`src/rtl/core/pwpd_pkg.sv`:
```
// ----------------------------------------------------------------------------
// pwpd_pkg
// Shared constants, types and helpers of the pulse-width packet decoder.
// ----------------------------------------------------------------------------
package pwpd_pkg;

    localparam int VALUES_PER_PACKAGE = 4;
    localparam int BITS_PER_VALUE     = 8;
    localparam int TOTAL_BITS         = VALUES_PER_PACKAGE * BITS_PER_VALUE;

    // The bit counter saturates at TOTAL_BITS + 1.
    localparam int CNT_W  = $clog2(TOTAL_BITS + 2);
    localparam int WORD_W = $clog2(VALUES_PER_PACKAGE + 1);
    localparam int ADDR_W = (VALUES_PER_PACKAGE > 1) ? $clog2(VALUES_PER_PACKAGE) : 1;
    localparam int BIT_W  = (BITS_PER_VALUE > 1) ? $clog2(BITS_PER_VALUE) : 1;

    localparam int TICK_W    = 16;
    localparam int CFG_IDX_W = 3;
    localparam int STATUS_W  = 3;
    localparam int VALUE_W   = 8;
    localparam int INDEX_W   = 6;

    localparam logic [TICK_W-1:0] ONE_PULSE_RESET   = 16'd800;
    localparam logic [TICK_W-1:0] ZERO_PULSE_RESET  = 16'd400;
    localparam logic [TICK_W-1:0] BIT_GAP_RESET     = 16'd400;
    localparam logic [TICK_W-1:0] FRAME_GAP_RESET   = 16'd4000;
    localparam logic [TICK_W-1:0] TOLERANCE_RESET   = 16'd100;

    typedef enum logic [STATUS_W-1:0] {
        ST_GAP_OK = 3'd0,
        ST_ONE    = 3'd1,
        ST_ZERO   = 3'd2,
        ST_ERROR  = 3'd3,
        ST_VALUE  = 3'd4
    } status_t;

    typedef enum logic [CFG_IDX_W-1:0] {
        REG_ONE_PULSE   = 3'd0,
        REG_ZERO_PULSE  = 3'd1,
        REG_BIT_GAP     = 3'd2,
        REG_FRAME_GAP   = 3'd3,
        REG_TOLERANCE   = 3'd4
    } cfg_index_t;

    typedef struct packed {
        logic [TICK_W-1:0] one_pulse;
        logic [TICK_W-1:0] zero_pulse;
        logic [TICK_W-1:0] bit_gap;
        logic [TICK_W-1:0] frame_gap;
        logic [TICK_W-1:0] tolerance;
    } cfg_t;

    // Outcome of the window checks on one interval.
    typedef struct packed {
        logic pkg_gap;
        logic gap_ok;
        logic one;
        logic zero;
    } class_t;

    // Fits one stored value into the output value field.
    function automatic logic [VALUE_W-1:0] to_value(input logic [BITS_PER_VALUE-1:0] x);
        logic [VALUE_W+BITS_PER_VALUE-1:0] tmp;
        tmp = {{VALUE_W{1'b0}}, x};
        return tmp[VALUE_W-1:0];
    endfunction

endpackage

```
`src/rtl/core/pwpd_cfg_regs.sv`:
```
// ----------------------------------------------------------------------------
// pwpd_cfg_regs
// Configuration register file with write-only access and reset defaults.
// ----------------------------------------------------------------------------
module pwpd_cfg_regs (
    input  logic                            aclk,
    input  logic                            aresetn,
    input  logic                            cfg_wr_en,
    input  logic [pwpd_pkg::CFG_IDX_W-1:0]  cfg_wr_index,
    input  logic [pwpd_pkg::TICK_W-1:0]     cfg_wr_data,
    output pwpd_pkg::cfg_t                  cfg
);

    pwpd_pkg::cfg_t cfg_reg;

    always_ff @(posedge aclk) begin
        if (!aresetn) begin
            cfg_reg.one_pulse   <= pwpd_pkg::ONE_PULSE_RESET;
            cfg_reg.zero_pulse  <= pwpd_pkg::ZERO_PULSE_RESET;
            cfg_reg.bit_gap     <= pwpd_pkg::BIT_GAP_RESET;
            cfg_reg.frame_gap   <= pwpd_pkg::FRAME_GAP_RESET;
            cfg_reg.tolerance   <= pwpd_pkg::TOLERANCE_RESET;
        end else if (cfg_wr_en) begin
            unique case (pwpd_pkg::cfg_index_t'(cfg_wr_index))
                pwpd_pkg::REG_ONE_PULSE:   cfg_reg.one_pulse   <= cfg_wr_data;
                pwpd_pkg::REG_ZERO_PULSE:  cfg_reg.zero_pulse  <= cfg_wr_data;
                pwpd_pkg::REG_BIT_GAP:     cfg_reg.bit_gap     <= cfg_wr_data;
                pwpd_pkg::REG_FRAME_GAP:   cfg_reg.frame_gap   <= cfg_wr_data;
                pwpd_pkg::REG_TOLERANCE:   cfg_reg.tolerance   <= cfg_wr_data;
                default: ;
            endcase
        end
    end

    assign cfg = cfg_reg;

endmodule

```
`src/rtl/core/pwpd_store.sv`:
```
// ----------------------------------------------------------------------------
// pwpd_store
// Package store: one synchronous memory word per value, registered read
// data, with per-entry valid flags so a clear takes effect at once.
// ----------------------------------------------------------------------------
module pwpd_store (
    input  logic                                 aclk,
    input  logic                                 aresetn,
    input  logic                                 clear,
    input  logic                                 wr_en,
    input  logic [pwpd_pkg::ADDR_W-1:0]          wr_addr,
    input  logic [pwpd_pkg::BITS_PER_VALUE-1:0]  wr_data,
    input  logic                                 rd_en,
    input  logic [pwpd_pkg::ADDR_W-1:0]          rd_addr,
    output logic [pwpd_pkg::BITS_PER_VALUE-1:0]  rd_data
);

    logic [pwpd_pkg::BITS_PER_VALUE-1:0]     mem [pwpd_pkg::VALUES_PER_PACKAGE];
    logic [pwpd_pkg::VALUES_PER_PACKAGE-1:0] valid_reg;
    logic [pwpd_pkg::BITS_PER_VALUE-1:0]     rd_data_reg;
    logic                                    rd_valid_reg;

    always_ff @(posedge aclk) begin
        if (wr_en) begin
            mem[wr_addr] <= wr_data;
        end
        if (rd_en) begin
            rd_data_reg <= mem[rd_addr];
        end
    end

    always_ff @(posedge aclk) begin
        if (!aresetn) begin
            valid_reg    <= '0;
            rd_valid_reg <= 1'b0;
        end else begin
            if (clear) begin
                valid_reg <= '0;
            end else if (wr_en) begin
                valid_reg[wr_addr] <= 1'b1;
            end
            if (rd_en) begin
                rd_valid_reg <= valid_reg[rd_addr];
            end
        end
    end

    // An entry never written since the last clear reads as zero.
    assign rd_data = rd_valid_reg ? rd_data_reg : '0;

endmodule

```
`src/rtl/core/pwpd_classifier.sv`:
```
// ----------------------------------------------------------------------------
// pwpd_classifier
// Window checks of one interval against the configured nominal lengths.
// ----------------------------------------------------------------------------
module pwpd_classifier (
    input  pwpd_pkg::cfg_t                   cfg,
    input  logic [pwpd_pkg::TICK_W-1:0]      interval_ticks,
    output pwpd_pkg::class_t                 cls
);

    localparam int W = pwpd_pkg::TICK_W + 1;

    logic [W-1:0] t_ext;
    logic [W-1:0] t_plus_tol;
    logic         one_win;
    logic         zero_win;

    // Both sides are moved by the tolerance so the compares stay unsigned
    // and never wrap: t > n - tol is t + tol > n.
    function automatic logic in_window(input logic [W-1:0] t,
                                       input logic [W-1:0] t_tol,
                                       input logic [pwpd_pkg::TICK_W-1:0] nominal,
                                       input logic [pwpd_pkg::TICK_W-1:0] tol);
        logic [W-1:0] n_ext;
        logic [W-1:0] n_plus_tol;
        n_ext      = {1'b0, nominal};
        n_plus_tol = n_ext + {1'b0, tol};
        return (t_tol > n_ext) && (t < n_plus_tol);
    endfunction

    always_comb begin
        t_ext       = {1'b0, interval_ticks};
        t_plus_tol  = t_ext + {1'b0, cfg.tolerance};
        one_win     = in_window(t_ext, t_plus_tol, cfg.one_pulse, cfg.tolerance);
        zero_win    = in_window(t_ext, t_plus_tol, cfg.zero_pulse, cfg.tolerance);
        cls.pkg_gap = t_plus_tol > {1'b0, cfg.frame_gap};
        cls.gap_ok  = in_window(t_ext, t_plus_tol, cfg.bit_gap, cfg.tolerance);
        cls.one     = one_win;
        // The one-bit window wins where both windows overlap.
        cls.zero    = !one_win && zero_win;
    end

endmodule

```
`src/rtl/core/pulse_width_packet_decoder.sv`:
```
// ----------------------------------------------------------------------------
// pulse_width_packet_decoder
// Decodes line-edge words into bit results, gap checks and package values.
// ----------------------------------------------------------------------------
// Timing: a word is taken in S_IDLE while the package store is read; its
// result is registered in S_EVAL once the output is free, and no new word
// is taken before that. A package gap that commits emits one value per cycle
// from the store's single read port while the output does not stall.
// Reset: synchronous; configuration returns to defaults, the counter, error
// level and store valid flags clear at once, with no clearing pass.
module pulse_width_packet_decoder (
    input  logic                                aclk,
    input  logic                                aresetn,
    // Input words.
    input  logic                                s_tvalid,
    output logic                                s_tready,
    input  logic [15:0]                         s_tdata,   // interval_ticks[15:0]
    input  logic [0:0]                          s_tuser,   // rising_edge[0]
    // Result words.
    output logic                                m_tvalid,
    input  logic                                m_tready,
    output logic [15:0]                         m_tdata,   // value[7:0], value_index[13:8],
                                                           // error_level[14], zero[15]
    output logic [2:0]                          m_tuser,   // status[2:0]
    output logic                                m_tlast,
    // Configuration writes.
    input  logic                                cfg_wr_en,
    input  logic [pwpd_pkg::CFG_IDX_W-1:0]      cfg_wr_index,
    input  logic [pwpd_pkg::TICK_W-1:0]         cfg_wr_data
);

    localparam int CNT_W  = pwpd_pkg::CNT_W;
    localparam int WORD_W = pwpd_pkg::WORD_W;
    localparam int ADDR_W = pwpd_pkg::ADDR_W;
    localparam int BIT_W  = pwpd_pkg::BIT_W;
    localparam int BITS   = pwpd_pkg::BITS_PER_VALUE;

    typedef enum logic [2:0] {
        S_IDLE = 3'b001,
        S_EVAL = 3'b010,
        S_DUMP = 3'b100
    } state_t;

    state_t                             state_reg;
    logic [CNT_W-1:0]                   bit_count_reg;
    logic [WORD_W-1:0]                  word_idx_reg;
    logic [BIT_W-1:0]                   bit_idx_reg;
    logic [ADDR_W-1:0]                  dump_idx_reg;
    logic                               error_reg;
    logic                               error_next;

    logic                               rising_reg;
    logic [pwpd_pkg::TICK_W-1:0]        ticks_reg;

    logic                               m_tvalid_reg;
    pwpd_pkg::status_t                  m_status_reg;
    logic [pwpd_pkg::VALUE_W-1:0]       m_value_reg;
    logic [pwpd_pkg::INDEX_W-1:0]       m_index_reg;
    logic                               m_last_reg;
    logic                               m_error_reg;

    pwpd_pkg::cfg_t                     cfg;
    pwpd_pkg::class_t                   cls;

    logic                               s_accept;
    logic                               out_free;
    logic                               eval_go;
    logic                               dump_go;
    logic                               dump_last;
    logic                               is_error;
    logic                               is_commit;
    logic                               is_bit;
    logic                               count_full;

    logic                               st_clear;
    logic                               st_wr_en;
    logic [BITS-1:0]                    st_wr_data;
    logic                               st_rd_en;
    logic [ADDR_W-1:0]                  st_rd_addr;
    logic [BITS-1:0]                    st_rd_data;
    logic [BITS-1:0]                    bit_mask;

    logic                               out_load;
    pwpd_pkg::status_t                  out_status;
    logic [pwpd_pkg::VALUE_W-1:0]       out_value;
    logic [pwpd_pkg::INDEX_W-1:0]       out_index;
    logic                               out_last;

    pwpd_cfg_regs u_cfg (
        .aclk         (aclk),
        .aresetn      (aresetn),
        .cfg_wr_en    (cfg_wr_en),
        .cfg_wr_index (cfg_wr_index),
        .cfg_wr_data  (cfg_wr_data),
        .cfg          (cfg)
    );

    pwpd_classifier u_cls (
        .cfg            (cfg),
        .interval_ticks (ticks_reg),
        .cls            (cls)
    );

    pwpd_store u_store (
        .aclk    (aclk),
        .aresetn (aresetn),
        .clear   (st_clear),
        .wr_en   (st_wr_en),
        .wr_addr (word_idx_reg[ADDR_W-1:0]),
        .wr_data (st_wr_data),
        .rd_en   (st_rd_en),
        .rd_addr (st_rd_addr),
        .rd_data (st_rd_data)
    );

    assign s_tready = (state_reg == S_IDLE);
    assign s_accept = s_tvalid && s_tready;
    assign out_free = !m_tvalid_reg || m_tready;
    assign eval_go  = (state_reg == S_EVAL) && out_free;
    assign dump_go  = (state_reg == S_DUMP) && out_free;
    assign dump_last = (dump_idx_reg == ADDR_W'(pwpd_pkg::VALUES_PER_PACKAGE - 1));
    assign count_full = (bit_count_reg == CNT_W'(pwpd_pkg::TOTAL_BITS));

    always_comb begin
        is_error  = 1'b0;
        is_commit = 1'b0;
        is_bit    = 1'b0;
        if (rising_reg) begin
            if (cls.pkg_gap) begin
                is_commit = count_full;
                is_error  = !count_full;
            end else begin
                is_error = !cls.gap_ok;
            end
        end else begin
            is_error = !cls.one && !cls.zero;
            is_bit   = cls.one || cls.zero;
        end
    end

    assign error_next = error_reg ^ (eval_go && is_error);

    // Read-modify-write of the word that holds the current bit. Only one word
    // is in flight at a time, so the write always lands before the next read.
    always_comb begin
        bit_mask   = BITS'(1) << bit_idx_reg;
        st_wr_data = cls.one ? (st_rd_data | bit_mask) : (st_rd_data & ~bit_mask);
        st_wr_en   = eval_go && is_bit && (bit_count_reg < CNT_W'(pwpd_pkg::TOTAL_BITS));
        st_clear   = (eval_go && is_error) || (dump_go && dump_last);
        st_rd_en   = s_accept || (eval_go && is_commit) || (dump_go && !dump_last);
        if (s_accept) begin
            st_rd_addr = word_idx_reg[ADDR_W-1:0];
        end else if (state_reg == S_EVAL) begin
            st_rd_addr = '0;
        end else begin
            st_rd_addr = dump_idx_reg + ADDR_W'(1);
        end
    end

    always_comb begin
        out_load = (eval_go && !is_commit) || dump_go;
        if (state_reg == S_DUMP) begin
            out_status = pwpd_pkg::ST_VALUE;
            out_value  = pwpd_pkg::to_value(st_rd_data);
            out_index  = pwpd_pkg::INDEX_W'(dump_idx_reg);
            out_last   = dump_last;
        end else begin
            if (is_error) begin
                out_status = pwpd_pkg::ST_ERROR;
            end else if (rising_reg) begin
                out_status = pwpd_pkg::ST_GAP_OK;
            end else if (cls.one) begin
                out_status = pwpd_pkg::ST_ONE;
            end else begin
                out_status = pwpd_pkg::ST_ZERO;
            end
            out_value = '0;
            out_index = '0;
            out_last  = 1'b1;
        end
    end

    always_ff @(posedge aclk) begin
        if (!aresetn) begin
            state_reg     <= S_IDLE;
            bit_count_reg <= '0;
            word_idx_reg  <= '0;
            bit_idx_reg   <= '0;
            dump_idx_reg  <= '0;
            error_reg     <= 1'b0;
            m_tvalid_reg  <= 1'b0;
        end else begin
            if (out_load) begin
                m_tvalid_reg <= 1'b1;
            end else if (m_tready) begin
                m_tvalid_reg <= 1'b0;
            end
            error_reg <= error_next;
            unique case (state_reg)
                S_IDLE: begin
                    if (s_accept) begin
                        state_reg <= S_EVAL;
                    end
                end
                S_EVAL: begin
                    if (out_free) begin
                        if (is_commit) begin
                            dump_idx_reg <= '0;
                            state_reg    <= S_DUMP;
                        end else begin
                            state_reg <= S_IDLE;
                            if (is_error) begin
                                bit_count_reg <= '0;
                                word_idx_reg  <= '0;
                                bit_idx_reg   <= '0;
                            end else if (is_bit) begin
                                if (bit_count_reg < CNT_W'(pwpd_pkg::TOTAL_BITS)) begin
                                    if (bit_idx_reg == BIT_W'(BITS - 1)) begin
                                        bit_idx_reg  <= '0;
                                        word_idx_reg <= word_idx_reg + WORD_W'(1);
                                    end else begin
                                        bit_idx_reg <= bit_idx_reg + BIT_W'(1);
                                    end
                                end
                                if (bit_count_reg <= CNT_W'(pwpd_pkg::TOTAL_BITS)) begin
                                    bit_count_reg <= bit_count_reg + CNT_W'(1);
                                end
                            end
                        end
                    end
                end
                S_DUMP: begin
                    if (out_free) begin
                        if (dump_last) begin
                            bit_count_reg <= '0;
                            word_idx_reg  <= '0;
                            bit_idx_reg   <= '0;
                            state_reg     <= S_IDLE;
                        end else begin
                            dump_idx_reg <= dump_idx_reg + ADDR_W'(1);
                        end
                    end
                end
                default: state_reg <= S_IDLE;
            endcase
        end
    end

    always_ff @(posedge aclk) begin
        if (s_accept) begin
            rising_reg <= s_tuser[0];
            ticks_reg  <= s_tdata;
        end
        if (out_load) begin
            m_status_reg <= out_status;
            m_value_reg  <= out_value;
            m_index_reg  <= out_index;
            m_last_reg   <= out_last;
            m_error_reg  <= error_next;
        end
    end

    assign m_tvalid = m_tvalid_reg;
    assign m_tuser  = m_status_reg;
    assign m_tlast  = m_last_reg;
    assign m_tdata  = {1'b0, m_error_reg, m_index_reg, m_value_reg};

    // An error result always leaves an empty package behind it.
    a_error_clears: assert property (@(posedge aclk) disable iff (!aresetn)
        (out_load && out_status == pwpd_pkg::ST_ERROR) |=> (bit_count_reg == '0))
        else $error("bit counter not cleared after an error");

    a_count_sat: assert property (@(posedge aclk) disable iff (!aresetn)
        bit_count_reg <= CNT_W'(pwpd_pkg::TOTAL_BITS + 1))
        else $error("bit counter beyond saturation");

    // Only the package values of a commit can be a non-final result.
    a_single_last: assert property (@(posedge aclk) disable iff (!aresetn)
        (m_tvalid_reg && m_status_reg != pwpd_pkg::ST_VALUE) |-> m_last_reg)
        else $error("single result without last");

    a_dump_emits: assert property (@(posedge aclk) disable iff (!aresetn)
        dump_go |=> (m_tvalid_reg && m_status_reg == pwpd_pkg::ST_VALUE))
        else $error("commit step did not present a value");

endmodule
```
`config.mk`:
```
export PLATFORM = sky130hd
export DESIGN_NAME = pulse_width_packet_decoder
export DESIGN_NICKNAME = d
export VERILOG_FILES = /design/src/rtl/core/pwpd_pkg.sv /design/src/rtl/core/pwpd_cfg_regs.sv /design/src/rtl/core/pwpd_store.sv /design/src/rtl/core/pwpd_classifier.sv /design/src/rtl/core/pulse_width_packet_decoder.sv
export SDC_FILE = /design/constraint.sdc
export NUM_CORES = 1
export LEC_CHECK = 0
export BUFFER_PORTS_ARGS = -buffer_cell sky130_fd_sc_hd__buf_4
export CAP_MARGIN = 20
export CORE_ASPECT_RATIO = 0.7
export CORE_MARGIN = 3
export CORE_UTILIZATION = 60
export CTS_CLUSTER_SIZE = 14
export DETAILED_ROUTE_END_ITERATION = 6
export GPL_TIMING_DRIVEN = 0
export HOLD_SLACK_MARGIN = 0.03
export PLACE_DENSITY = 0.89
export SKIP_CTS_REPAIR_TIMING = 1
export SYNTH_ARGS = -nofsm -noshare
export SYNTH_HDL_FRONTEND = slang
export SYNTH_SLANG_ARGS = --single-unit
export TNS_END_PERCENT = 1
```
`constraint.sdc`:
```
create_clock -name aclk -period 5.4 [get_ports aclk]
set_input_delay 1.08 -clock aclk [delete_from_list [all_inputs] [get_ports aclk]]
set_output_delay 1.08 -clock aclk [all_outputs]
set_load 0.02 [all_outputs]
```
==> summary.md <==
| Metric | Value |
|---|---|
| Number of global-route vias before repair | `9944` |
| Setup ws final | `-20.9 ps` |
| Diode count | `0` |
| Status | `complete, but fails checks` |
| Setup crit end kind | `flop` |
| Routed WL | `roughly 35000 um` |
| Failing checks | `negative setup slack` |
| Hold Slack | `about 460 ps` |
| Clock sinks | `approximately 180` |
| Power per cell area | `252 mW/mm^2` |
| Die W | `approximately 180 um` |
| CP Cell Sequence | `ha_1 -> a21o_1 -> a21oi_2 -> o21bai_1 -> a221o_1 -> a21oi_2 -> o21ai_0 -> a2111o_1 -> a21o_1 -> o211ai_1 -> ha_1 -> buf_4 -> a21oi_1 -> nand3_1 -> nor2_1 -> o211ai_1 -> a211oi_2 -> a311o_1 -> nand2_1 -> buf_6 -> o311ai_4 -> nor2_1` |
| Area grow syn2layout | `13.6%` |
| # setup viols final | `3` |
| CTS Buf Count | `17` |
| Syn Inst Count | `~1400` |
| CTS tree | `done` |
| Fin. max-slew vios | `0` |
| Fmax achieved | `184 MHz` |
| Worst Tran Pin Value | `934 ps` |
| Post-synth EDFFs | `72` |
| Pin count of the biggest net entering global routing | `21` |
| Grt ovf | `0` |
| Clock slew at reported path FFs | `around 80 ps` |
| Routed via count | `roughly 11000` |
| Final cell count without fillers | `1724` |
| DRC viols | `0` |
| CP max-delay cell | `edfxtp_1` |
| Fin Clk Skew | `18.1 ps` |
| Mapped cell area | `0.0122 mm^2` |
| Pleak | `5.79 nW` |
| Fin. Hold Viols | `0` |
| Startpoint types | `flop` |
| Max VDD drop | `around 0.22 mV` |
| Clk root buf | `clkbuf_16` |
| YS warnings | `0` |
| Starting Density | `62.8%` |
| # H-tree levels | `4` |
| Relative slew slack | `about 37%` |
| Max incr delay on CP | `460 ps` |
| Critical path data arrival time | `5740 ps` |
| Sequential fraction of the synthesis area | `around a third` |
| DP HPWL | `27100 um` |
| Placer Congestion | `0.966` |
| GRT Util Overall | `30.8%` |
| Distinct cell type count after synthesis | `79` |
| Final ANT Viol Nets | `0` |
| Max-cap check violation count | `0` |
| Deepest clock path buffer count | `2` |
| Placed cell count | `roughly 1700` |
| Post-layout minimum cycle time | `around 5400 ps` |
| Period utilization | `100%` |
| Clock Latency Late Sink | `roughly 450 ps` |
| Initial antenna violation count | `0` |
| DR iter-0 viols | `1280` |
| Vias/cell | `roughly 6.3` |
| Worst EP required | `5720 ps` |
| Ys flop type | `dfxtp_1` |
| Ports | `63` |
| Crit Path Class | `reg -> reg` |
| Core area | `roughly 0.019 mm^2` |
| Final Util | `71.3%` |
| Final #Nets | `1678` |
| Share of layout cells above drive strength 1 | `10.8%` |
| Die Ht | `125 um` |
| Max Fanout on Critical Path | `10` |
| Pwr Total | `3.49 mW` |
| Buffers on Ports | `55` |
| Drt first pass iters | `6` |
| DIE AREA | `0.0221 mm^2` |
| Crit-path leading delay family | `compound AO/OA/AOI/OAI gates` |
| Max reg flops | `80` |
| Async SR Flop Fraction | `0%` |
| WP buf/inv | `2` |
| Place WS | `-622 ps` |
| Average size of a mapped cell | `8.97 um^2` |
| Synthesized flop and latch total | `175` |
| First-pass GRT wire length | `approximately 53000 um` |
| Path type of the worst min-delay path | `reg -> reg` |
| DR WL/cell | `20.3 um` |
| # rows | `42` |
-- kinds of logic after synthesis --
logic type | Yosys count | share of synthesized area (%)
compound gates | 360 | 19.5
xor+xnor | 52 | 3.74
fa+ha+maj | 190 | 19.8
buf+inv | 147 | 4.81
flops | 175 | 34.7
mux | 18 | 1.50
other cells | 1 | 0.0308
simple gates | 414 | 16.0
-- cells in the mapped netlist, types with 5 or more instances --
| master | n | area, um^2 |
|---|---|---|
| ha_1 | 186 | 2330 |
| a31oi_1 | 13 | 81.3 |
| and3_1 | 13 | 81.3 |
| dfxtp_1 | 103 | 2060 |
| nor2_1 | 63 | 236 |
| o21a_1 | 14 | 105 |
| o211ai_1 | 29 | 218 |
| a21oi_1 | 145 | 726 |
| nand3b_1 | 6 | 45.0 |
| o21bai_1 | 13 | 97.6 |
| nand4_1 | 20 | 125 |
| mux2i_1 | 16 | 160 |
| o21ai_0 | 41 | 205 |
| nand2b_1 | 9 | 56.3 |
| nor3_1 | 15 | 75.1 |
| nor2b_1 | 18 | 113 |
| a211oi_1 | 22 | 165 |
| nand2_1 | 205 | 769 |
| o221ai_1 | 6 | 52.6 |
| nand3_1 | 35 | 175 |
| edfxtp_1 | 72 | 2160 |
| buf_4 | 6 | 45.0 |
| xor2_1 | 23 | 201 |
| clkbuf_1 | 29 | 109 |
| xnor2_1 | 29 | 254 |
| a21o_1 | 24 | 180 |
| o31ai_1 | 5 | 37.5 |
| inv_1 | 105 | 394 |
| and4_1 | 5 | 43.8 |
-- layer usage --
metal / GRT usage (%) / vias up / routed length (um) / share of wire [%]
li1: - / 5097 / - / -
met4: 6.10 / 0 / 568 / 1.6
met3: 11.6 / 53 / 5430 / 16
met1: 46.6 / 5115 / 15300 / 44
met5: 0 / - / 0 / 0
met2: 41.8 / 651 / 13600 / 39
-- worst paths after layout --
path	slack, ps	end	cells after the start	start
setup / recovery	-20	u_store.valid_reg[0]	22	ticks_reg[1]
hold / removal	460	u_cfg.cfg[19]	2	u_cfg.cfg[19]
setup reg to reg	-20	u_store.valid_reg[0]	22	ticks_reg[1]
hold reg to reg	460	u_cfg.cfg[19]	2	u_cfg.cfg[19]
-- through the flow --
| step | TNS, ps | instance area (um^2) |
|---|---|---|
| after global placement | -36820 | 12900 |
| after CTS | -35130 | 13600 |
| after floorplan | 0 | 12200 |
| final | -43.7 | 13800 |
| after detailed placement | -30860 | 12900 |
| after global routing | -965 | 13800 |
-- final cells by class --
cell class	count	area, um^2
fillers	1395	5560
inverters	106	398
clock buffers	18	450
clock inverters	14	178
well taps	264	330
repair buffers	66	497
plain buffers	41	200
multi-input cells	1040	7550
flip-flops and latches	175	4230
-- layout by cell type, fill, tap and decap left out, types with 16 or more instances in the layout --
cell type  instances
xor2_1            22
a21oi_1          138
a211oi_1          21
clkbuf_16         18
a21o_1            24
dfxtp_1          102
clkbuf_1          29
nor2_1            62
inv_1            105
nand4_1           20
nand3_1           35
mux2i_1           16
ha_1             186
nand2_1          204
o211ai_1          29
edfxtp_1          72
buf_4             70
o21ai_0           38
nor2b_1           18
xnor2_1           27
-- worst register-to-register path, cell delays in order, from the launching register on --
cell and delay, ps:
edfxtp_1 460, ha_1 330, a21o_1 170, a21oi_2 190, o21bai_1 110, a221o_1 360, a21oi_2 180, o21ai_0 120
a2111o_1 430, a21o_1 180, o211ai_1 200, ha_1 360, buf_4 160, a21oi_1 120, nand3_1 120, nor2_1 110
o211ai_1 200, a211oi_2 340, a311o_1 280, nand2_1 140, buf_6 190, o311ai_4 440, nor2_1 110
-- power breakdown --
part           internal [mW]  switching (mW)  leakage (nW)
Sequential              1.42          0.0482          1.50
Combinational          0.284           0.450          3.99
Clock                  0.662           0.631         0.306
Total                   2.36            1.13          5.79
(Power assumes the default switching activity.)
